--- src/hdl/lnhl_pkg.sv ---
// Shared constants for the parallel-port nibble handshake link.
// Holds command and status codes and the handshake timer sizing; no dependencies.
package lnhl_pkg;

  localparam int unsigned TIMER_BITS   = 24;
  localparam int unsigned TIMEOUT_BITS = 24;
  localparam int unsigned CMP_BITS     = (TIMER_BITS > TIMEOUT_BITS) ? TIMER_BITS
                                                                     : TIMEOUT_BITS;

  localparam logic [TIMEOUT_BITS-1:0] TIMEOUT_RESET = TIMEOUT_BITS'(200000);
  localparam logic [TIMER_BITS-1:0]   COUNT_MAX     = {TIMER_BITS{1'b1}};

  localparam logic [1:0] CMD_TICK  = 2'd0;
  localparam logic [1:0] CMD_READ  = 2'd1;
  localparam logic [1:0] CMD_WRITE = 2'd2;

  localparam logic [1:0] STAT_NONE    = 2'd0;
  localparam logic [1:0] STAT_OK      = 2'd1;
  localparam logic [1:0] STAT_TIMEOUT = 2'd2;
  localparam logic [1:0] STAT_REJECT  = 2'd3;

endpackage

--- src/hdl/lnhl_if.sv ---
// Valid/ready channel interfaces for command beats and result beats.
// Standalone; used by the link top level.
interface lnhl_in_if;
  logic       valid;
  logic       ready;
  logic [1:0] cmd;
  logic [4:0] host_lines;
  logic [7:0] write_data;

  modport source (output valid, cmd, host_lines, write_data, input ready);
  modport sink (input valid, cmd, host_lines, write_data, output ready);
endinterface

interface lnhl_out_if;
  logic       valid;
  logic       ready;
  logic [3:0] data_lines;
  logic       ack_line;
  logic [7:0] read_byte;
  logic [1:0] status;
  logic       host_ready;
  logic       busy_res;

  modport source (output valid, data_lines, ack_line, read_byte, status, host_ready,
                  busy_res, input ready);
  modport sink (input valid, data_lines, ack_line, read_byte, status, host_ready,
                busy_res, output ready);
endinterface

--- src/hdl/lpt_nibble_handshake_link.sv ---
// Top level of the parallel-port nibble handshake link.
// Depends on lnhl_pkg and the channel interfaces in lnhl_if.sv.
//
// The link accepts one command beat per clock and returns exactly one result
// beat for each, registered in the single result register and shown in the
// cycle after acceptance; a new beat is taken whenever that register is empty or
// being drained in the same cycle. Tick beats carry the pin sample that drives
// each handshake wait, and the wait timeout counts waiting tick beats against
// the timeout register, which should be written only while the link is idle.
module lpt_nibble_handshake_link (
  input  logic                                clk_i,
  input  logic                                rst_ni,
  input  logic                                cfg_we_i,
  input  logic [lnhl_pkg::TIMEOUT_BITS-1:0]   cfg_wdata_i,
  lnhl_in_if.sink                             in_i,
  lnhl_out_if.source                          res_o
);
  import lnhl_pkg::*;

  typedef enum logic [2:0] {
    PH_IDLE,
    PH_RD_HI,
    PH_RD_LO,
    PH_WR_HI,
    PH_WR_LO
  } phase_e;

  phase_e                  phase_q, phase_d;
  logic [TIMER_BITS-1:0]   cnt_q, cnt_d, cnt_inc;
  logic [7:0]              hold_q, hold_d;
  logic [3:0]              drive_q, drive_d;
  logic                    ack_q, ack_d;
  logic [TIMEOUT_BITS-1:0] timeout_q, limit;
  logic                    res_valid_q;
  logic [3:0]              res_data_q;
  logic                    res_ack_q;
  logic [7:0]              res_byte_q, rbyte;
  logic [1:0]              res_stat_q, status;
  logic                    res_ready_q;
  logic                    res_busy_q;
  logic [4:0]              st;
  logic                    ready, expired, accept;

  assign in_i.ready = !res_valid_q || res_o.ready;
  assign accept     = in_i.valid && in_i.ready;

  assign st      = {in_i.host_lines[0], in_i.host_lines[1], in_i.host_lines[2],
                    in_i.host_lines[3], in_i.host_lines[4]};
  assign ready   = st[4];
  assign limit   = (timeout_q == '0) ? TIMEOUT_BITS'(1) : timeout_q;
  assign cnt_inc = (cnt_q != COUNT_MAX) ? cnt_q + TIMER_BITS'(1) : cnt_q;
  assign expired = CMP_BITS'(cnt_inc) >= CMP_BITS'(limit);

  always_comb begin
    phase_d = phase_q;
    cnt_d   = cnt_q;
    hold_d  = hold_q;
    drive_d = drive_q;
    ack_d   = ack_q;
    status  = STAT_NONE;
    rbyte   = 8'h00;
    if (in_i.cmd == CMD_READ || in_i.cmd == CMD_WRITE) begin
      if (phase_q != PH_IDLE) begin
        status = STAT_REJECT;
      end else if (in_i.cmd == CMD_READ) begin
        phase_d = PH_RD_HI;
        cnt_d   = '0;
      end else begin
        hold_d  = in_i.write_data;
        drive_d = ~in_i.write_data[7:4];
        ack_d   = 1'b1;
        phase_d = PH_WR_HI;
        cnt_d   = '0;
      end
    end else begin
      case (phase_q)
        PH_RD_HI: begin
          if (!ready) begin
            cnt_d = cnt_inc;
            if (expired) begin
              ack_d   = 1'b0;
              phase_d = PH_IDLE;
              status  = STAT_TIMEOUT;
            end
          end else begin
            hold_d  = {st[3:0], 4'h0};
            ack_d   = 1'b1;
            phase_d = PH_RD_LO;
            cnt_d   = '0;
          end
        end
        PH_RD_LO: begin
          if (ready) begin
            cnt_d = cnt_inc;
            if (expired) begin
              phase_d = PH_IDLE;
              status  = STAT_TIMEOUT;
            end
          end else begin
            hold_d  = {hold_q[7:4], st[3:0]};
            ack_d   = 1'b0;
            phase_d = PH_IDLE;
            status  = STAT_OK;
            rbyte   = {hold_q[7:4], st[3:0]};
          end
        end
        PH_WR_HI: begin
          if (!ready) begin
            cnt_d = cnt_inc;
            if (expired) begin
              ack_d   = 1'b0;
              phase_d = PH_IDLE;
              status  = STAT_TIMEOUT;
            end
          end else begin
            drive_d = ~hold_q[3:0];
            ack_d   = 1'b0;
            phase_d = PH_WR_LO;
            cnt_d   = '0;
          end
        end
        PH_WR_LO: begin
          if (ready) begin
            cnt_d = cnt_inc;
            if (expired) begin
              ack_d   = 1'b0;
              phase_d = PH_IDLE;
              status  = STAT_TIMEOUT;
            end
          end else begin
            phase_d = PH_IDLE;
            status  = STAT_OK;
          end
        end
        default: begin
          phase_d = PH_IDLE;
        end
      endcase
    end
  end

  always_ff @(posedge clk_i or negedge rst_ni) begin
    if (!rst_ni) begin
      timeout_q   <= TIMEOUT_RESET;
      phase_q     <= PH_IDLE;
      cnt_q       <= '0;
      hold_q      <= 8'h00;
      drive_q     <= 4'hF;
      ack_q       <= 1'b0;
      res_valid_q <= 1'b0;
    end else begin
      if (cfg_we_i) begin
        timeout_q <= cfg_wdata_i;
      end
      if (accept) begin
        phase_q     <= phase_d;
        cnt_q       <= cnt_d;
        hold_q      <= hold_d;
        drive_q     <= drive_d;
        ack_q       <= ack_d;
        res_valid_q <= 1'b1;
      end else if (res_o.ready) begin
        res_valid_q <= 1'b0;
      end
    end
  end

  always_ff @(posedge clk_i) begin
    if (accept) begin
      res_data_q  <= drive_d;
      res_ack_q   <= ack_d;
      res_byte_q  <= rbyte;
      res_stat_q  <= status;
      res_ready_q <= ready;
      res_busy_q  <= (phase_d != PH_IDLE);
    end
  end

  assign res_o.valid      = res_valid_q;
  assign res_o.data_lines = res_data_q;
  assign res_o.ack_line   = res_ack_q;
  assign res_o.read_byte  = res_byte_q;
  assign res_o.status     = res_stat_q;
  assign res_o.host_ready = res_ready_q;
  assign res_o.busy_res   = res_busy_q;

endmodule

--- src/flat_wrapper.sv ---
// flat-port wrapper written by rule: the top's interface ports become plain ports
module lpt_nibble_handshake_link_flat import lnhl_pkg::*;
  (clk_i, rst_ni, cfg_we_i, cfg_wdata_i, in_i_valid, in_i_cmd, in_i_host_lines, in_i_write_data, in_i_ready, res_o_valid, res_o_data_lines, res_o_ack_line, res_o_read_byte, res_o_status, res_o_host_ready, res_o_busy_res, res_o_ready);
  lnhl_in_if in_i_i ();
  lnhl_out_if res_o_i ();
  input  logic clk_i;
  input  logic rst_ni;
  input  logic cfg_we_i;
  input  logic [lnhl_pkg::TIMEOUT_BITS-1:0] cfg_wdata_i;
  input wire logic [$bits(in_i_i.valid)-1:0] in_i_valid;
  input wire logic [$bits(in_i_i.cmd)-1:0] in_i_cmd;
  input wire logic [$bits(in_i_i.host_lines)-1:0] in_i_host_lines;
  input wire logic [$bits(in_i_i.write_data)-1:0] in_i_write_data;
  output wire logic [$bits(in_i_i.ready)-1:0] in_i_ready;
  output wire logic [$bits(res_o_i.valid)-1:0] res_o_valid;
  output wire logic [$bits(res_o_i.data_lines)-1:0] res_o_data_lines;
  output wire logic [$bits(res_o_i.ack_line)-1:0] res_o_ack_line;
  output wire logic [$bits(res_o_i.read_byte)-1:0] res_o_read_byte;
  output wire logic [$bits(res_o_i.status)-1:0] res_o_status;
  output wire logic [$bits(res_o_i.host_ready)-1:0] res_o_host_ready;
  output wire logic [$bits(res_o_i.busy_res)-1:0] res_o_busy_res;
  input wire logic [$bits(res_o_i.ready)-1:0] res_o_ready;
  assign in_i_i.valid = in_i_valid;
  assign in_i_i.cmd = in_i_cmd;
  assign in_i_i.host_lines = in_i_host_lines;
  assign in_i_i.write_data = in_i_write_data;
  assign in_i_ready = in_i_i.ready;
  assign res_o_valid = res_o_i.valid;
  assign res_o_data_lines = res_o_i.data_lines;
  assign res_o_ack_line = res_o_i.ack_line;
  assign res_o_read_byte = res_o_i.read_byte;
  assign res_o_status = res_o_i.status;
  assign res_o_host_ready = res_o_i.host_ready;
  assign res_o_busy_res = res_o_i.busy_res;
  assign res_o_i.ready = res_o_ready;
  lpt_nibble_handshake_link u_core (.clk_i(clk_i), .rst_ni(rst_ni), .cfg_we_i(cfg_we_i), .cfg_wdata_i(cfg_wdata_i), .in_i(in_i_i), .res_o(res_o_i));
endmodule
--- config.mk ---
export PLATFORM = sky130hd
export DESIGN_NAME = lpt_nibble_handshake_link_flat
export DESIGN_NICKNAME = d
export VERILOG_FILES = /design/src/hdl/lnhl_pkg.sv /design/src/hdl/lnhl_if.sv /design/src/hdl/lpt_nibble_handshake_link.sv /design/src/flat_wrapper.sv
export SDC_FILE = /design/constraint.sdc
export NUM_CORES = 1
export LEC_CHECK = 0
export BUFFER_PORTS_ARGS = -buffer_cell sky130_fd_sc_hd__buf_4
export CAP_MARGIN = 15
export CORE_MARGIN = 3
export CORE_UTILIZATION = 50
export CTS_CLUSTER_SIZE = 10
export DETAILED_ROUTE_END_ITERATION = 7
export PLACE_DENSITY = 0.7
export SLEW_MARGIN = 20
export SYNTH_ARGS = -nofsm -noshare
export SYNTH_HDL_FRONTEND = slang
export SYNTH_SLANG_ARGS = --single-unit
--- constraint.sdc ---
create_clock -name clk_i -period 5.3 [get_ports clk_i]
set_input_delay 1.06 -clock clk_i [delete_from_list [all_inputs] [get_ports clk_i]]
set_output_delay 1.06 -clock clk_i [all_outputs]
set_load 0.1 [all_outputs]
==> metrics.txt <==
# TYPE chip_impl_metric gauge
chip_impl_info{name="status",value="completed"} 1
chip_impl_metric{name="worstPathBufferInverterCount",unit=""} 0
chip_impl_metric{name="grt_first_pass_wirelength",unit="um"} 19100
chip_impl_info{name="crit_chain",value="ha_1 > nand2_1 > nor2_1 > o31a_1 > nand4_1 > xnor2_1 > ha_1 > nand4_1 > or4_1 > o21ai_1 > or3_1 > o2111ai_1"} 1
chip_impl_metric{name="layout_worst_path_cycle_share",unit=""} 0.741
chip_impl_info{name="critPathKind",value="reg -> reg"} 1
chip_impl_metric{name="max_cap_viol_count",unit=""} 0
chip_impl_info{name="yosys.area.top_type",value="sky130_fd_sc_hd__dfrtp_1"} 1
chip_impl_metric{name="port-buffer-count",unit=""} 62
chip_impl_metric{name="fin_tns_setup",unit="ns"} 0
chip_impl_metric{name="wl_per_cell",unit="um"} 16.3
chip_impl_metric{name="detail_route.first_pass.iterations",unit=""} 4
chip_impl_metric{name="num_vias",unit=""} 4184
chip_impl_metric{name="clkSlewWorstSetupHoldPaths",unit="ns"} 0.10
chip_impl_metric{name="clock_skew",unit="ns"} 0.0120
chip_impl_metric{name="synth-edff-count",unit=""} 17
chip_impl_info{name="clk_root_buffer_cell",value="sky130_fd_sc_hd__clkbuf_8"} 1
chip_impl_metric{name="whs",unit="ns"} 0.509
chip_impl_metric{name="synth.yosys.seq_area_share",unit=""} 0.430
chip_impl_info{name="worst_path_dominant_cell_family",value="simple AND/OR/NAND/NOR gates"} 1
chip_impl_metric{name="route.antenna.remaining_nets",unit=""} 0
chip_impl_metric{name="timing.critical_path.slowest_cell_delay",unit="ns"} 0.51
chip_impl_metric{name="htree_levels",unit=""} 3
chip_impl_info{name="cp_slowest_cell",value="sky130_fd_sc_hd__o31a_1"} 1
chip_impl_metric{name="core_region_area",unit="um^2"} 9460
chip_impl_metric{name="power_leakage",unit="nW"} 2.57
chip_impl_metric{name="syn_avg_cell_area",unit="um^2"} 9.11
chip_impl_metric{name="pwr-share-clk",unit=""} 0.218
chip_impl_metric{name="report.power.total",unit="mW"} 1.98
chip_impl_metric{name="yosysTopAreaCellShare",unit=""} 0.275
chip_impl_metric{name="antenna_cells",unit=""} 0
chip_impl_metric{name="slew_viol_final",unit=""} 0
chip_impl_metric{name="totalWireLength",unit="um"} 11800
chip_impl_metric{name="number_of_global_route_vias_before_repair",unit=""} 4022
chip_impl_metric{name="drt-vias-per-instance",unit=""} 5.77
chip_impl_info{name="min_path_type",value="reg -> reg"} 1
chip_impl_metric{name="multi_input_area",unit="um^2"} 2580
chip_impl_info{name="tritoncts",value="done"} 1
chip_impl_metric{name="drive_above_1_share",unit=""} 0.190
chip_impl_metric{name="ys_ff_latch",unit=""} 82
chip_impl_metric{name="final-seq-area",unit="um^2"} 2150
chip_impl_metric{name="place.gp.congestion",unit=""} 0.883
chip_impl_metric{name="gr-total-overflow",unit=""} 0
chip_impl_metric{name="synthesis.instances",unit=""} 549
chip_impl_metric{name="die_footprint",unit="um^2"} 11200
chip_impl_metric{name="clkSinkCount",unit=""} 82
chip_impl_metric{name="comb_power_share",unit=""} 0.339
chip_impl_metric{name="worst-slew-pin-transition",unit="ns"} 0.929
chip_impl_metric{name="die_w",unit="um"} 106
chip_impl_metric{name="number_of_placed_i_o_pins",unit=""} 63
chip_impl_metric{name="cts_inserted_buffers",unit=""} 9
chip_impl_metric{name="drc",unit=""} 0
chip_impl_metric{name="antenna_found_initial",unit=""} 0
chip_impl_metric{name="number_of_nets_in_the_layout",unit=""} 662
chip_impl_metric{name="grtUsageTotal",unit=""} 0.212
chip_impl_metric{name="placement_rows",unit=""} 35
chip_impl_metric{name="cts_setup_buffers",unit=""} 0
chip_impl_metric{name="required_time_of_the_critical_path",unit="ns"} 5.38
chip_impl_info{name="grt_setup_unrepaired",value="false"} 1
chip_impl_metric{name="worstPathArrival",unit="ns"} 4.00
chip_impl_metric{name="synth_area",unit="um^2"} 5000
chip_impl_metric{name="share_seq_of_total_power",unit=""} 0.444
chip_impl_info{name="timing.critical_path.to_type",value="register"} 1
chip_impl_metric{name="worst_slew_margin_rel",unit=""} 0.381
chip_impl_info{name="commonest_non_fill_non_tap_cell_in_the_layout",value="sky130_fd_sc_hd__nand2_1"} 1
chip_impl_metric{name="maxClockFrequency",unit="MHz"} 255
chip_impl_info{name="layout.cells.most_common_list",value="sky130_fd_sc_hd__nand2_1, sky130_fd_sc_hd__buf_4, sky130_fd_sc_hd__o21ai_0"} 1
chip_impl_metric{name="p_sw",unit="mW"} 0.792
chip_impl_metric{name="finalSetupViolations",unit=""} 0
chip_impl_metric{name="detailedRoute.firstIterationViolations",unit=""} 245
chip_impl_metric{name="synth.lib_cells_used.distinct",unit=""} 63
chip_impl_metric{name="power.density_cell_area",unit="nW/um^2"} 348
chip_impl_info{name="postSynth.topFlopCell",value="sky130_fd_sc_hd__dfrtp_1"} 1
chip_impl_metric{name="clk-insertion-delay-late",unit="ns"} 0.36
chip_impl_metric{name="cts_max_path_buffers",unit=""} 2
chip_impl_info{name="worst_setup_sp_type",value="register"} 1
chip_impl_metric{name="dp_hpwl",unit="um"} 8540
chip_impl_metric{name="final-hold-violation-count",unit=""} 0
chip_impl_metric{name="vdd.ir_drop.worst",unit="V"} 0.000179
chip_impl_metric{name="min_period",unit="ns"} 3.93
chip_impl_metric{name="nFillCells",unit=""} 855
chip_impl_metric{name="synthArstFlopShare",unit=""} 0.793
chip_impl_metric{name="synth_nets",unit=""} 620
chip_impl_metric{name="switching_share",unit=""} 0.400
chip_impl_metric{name="ctsResizeCount",unit=""} 0
chip_impl_metric{name="die_height",unit="um"} 106
chip_impl_metric{name="power_report.internal_total",unit="mW"} 1.19
chip_impl_metric{name="post_cts_hold_buffer_count",unit=""} 0
chip_impl_metric{name="area_delta_synth_final",unit="%"} 13.6
chip_impl_metric{name="grt_max_degree",unit=""} 66
chip_impl_info{name="synth.top_cells.by_area",value="sky130_fd_sc_hd__dfrtp_1, sky130_fd_sc_hd__edfxtp_1, sky130_fd_sc_hd__ha_1, sky130_fd_sc_hd__o21ai_0, sky130_fd_sc_hd__nand2_1"} 1
chip_impl_metric{name="final_core_util",unit=""} 0.601
chip_impl_metric{name="critical_path_peak_fanout",unit=""} 12
chip_impl_metric{name="synth-warning-count",unit=""} 0
chip_impl_metric{name="floorplan.initialDensity",unit=""} 0.529
power by group through the flow:
stage / sequential [mW] / combinational, mW / clock (mW)
2_1_floorplan: 0.973 / 0.410 / 0
3_3_place_gp: 0.882 / 0.648 / 0
3_5_place_dp: 0.888 / 0.666 / 0
4_1_cts: 0.875 / 0.669 / 0.443
5_1_grt: 0.897 / 0.735 / 0.466
6_report: 0.878 / 0.670 / 0.431
synth_stat cells, types with 4 or more instances:
library cell and instances:
sky130_fd_sc_hd__a21oi_1 30, sky130_fd_sc_hd__a221oi_1 4, sky130_fd_sc_hd__a22o_1 5, sky130_fd_sc_hd__a31oi_1 14, sky130_fd_sc_hd__and3_1 16, sky130_fd_sc_hd__buf_2 8
sky130_fd_sc_hd__clkbuf_1 18, sky130_fd_sc_hd__dfrtp_1 55, sky130_fd_sc_hd__dfstp_2 10, sky130_fd_sc_hd__edfxtp_1 17, sky130_fd_sc_hd__ha_1 27, sky130_fd_sc_hd__inv_1 35
sky130_fd_sc_hd__mux2_2 9, sky130_fd_sc_hd__nand2_1 74, sky130_fd_sc_hd__nand2b_1 4, sky130_fd_sc_hd__nand3_1 14, sky130_fd_sc_hd__nand4_1 11, sky130_fd_sc_hd__nor2_1 31
sky130_fd_sc_hd__nor3_1 7, sky130_fd_sc_hd__nor4_1 9, sky130_fd_sc_hd__o211ai_1 4, sky130_fd_sc_hd__o21ai_0 62, sky130_fd_sc_hd__o31ai_1 7, sky130_fd_sc_hd__xnor2_1 16
sky130_fd_sc_hd__xor2_1 5
metal layers:
| metal | vias to the layer above | GRT usage | wire length (um) |
|---|---|---|---|
| met3 | 12 | 0.0437 | 629 |
| met2 | 120 | 0.383 | 6100 |
| met1 | 1992 | 0.255 | 4850 |
| met5 | - | 0 | 0 |
| met4 | 0 | 0.0592 | 204 |
| li1 | 2060 | - | - |
registers in the layout (all words and copies together), names as in the netlist:
signal / count
u_core.ack_q: 1
u_core.cnt_q: 24
u_core.drive_q: 4
u_core.hold_q: 8
u_core.phase_q: 3
u_core.res_o.ack_line: 1
u_core.res_o.busy_res: 1
u_core.res_o.data_lines: 4
u_core.res_o.host_ready: 1
u_core.res_o.read_byte: 8
u_core.res_o.status: 2
u_core.res_o.valid: 1
u_core.timeout_q: 24
metrics by stage:
step                area (um^2)  setup slack, ns  cells
floorplan                  5000             1.74    549
global placement           5490             1.56    709
detailed placement         5490             1.42    709
CTS                        5680             1.41    725
global route               5680             1.08    725
finish                     5680             1.37    725
path summary, 6_finish.rpt:
check / to / from / cells past startpoint / slack, ns
min in group asynchronous: u_core.ack_q / rst_ni / 1 / 0.77
worst min-delay path: u_core.hold_q[0] / u_core.hold_q[0] / 1 / 0.51
max in group asynchronous: u_core.cnt_q[12] / rst_ni / 1 / 3.95
worst max register to register: u_core.res_o.busy_res / u_core.cnt_q[0] / 12 / 1.37
worst min register to register: u_core.hold_q[0] / u_core.hold_q[0] / 1 / 0.51
worst max-delay path: u_core.res_o.busy_res / u_core.cnt_q[0] / 12 / 1.37
final cells by class:
cell class	instances	share of cell area
multi-input combinational	399	0.454
inverter	36	0.0238
clock buffer	9	0.0218
timing repair buffer	63	0.0832
tap	129	0.0284
clock inverter	7	0.0110
sequential	82	0.378
cells by family (layout without fill, tap and decap cells):
family	count (synthesis)	in the layout	share of synthesized area
compound gates	154	154	0.188
xor+xnor	21	21	0.0368
fa+ha+maj	27	27	0.0675
buf+inv	68	115	0.0568
flops	82	82	0.430
mux	9	9	0.0203
simple gates	188	188	0.201
Power figures use the tool's default switching activity.
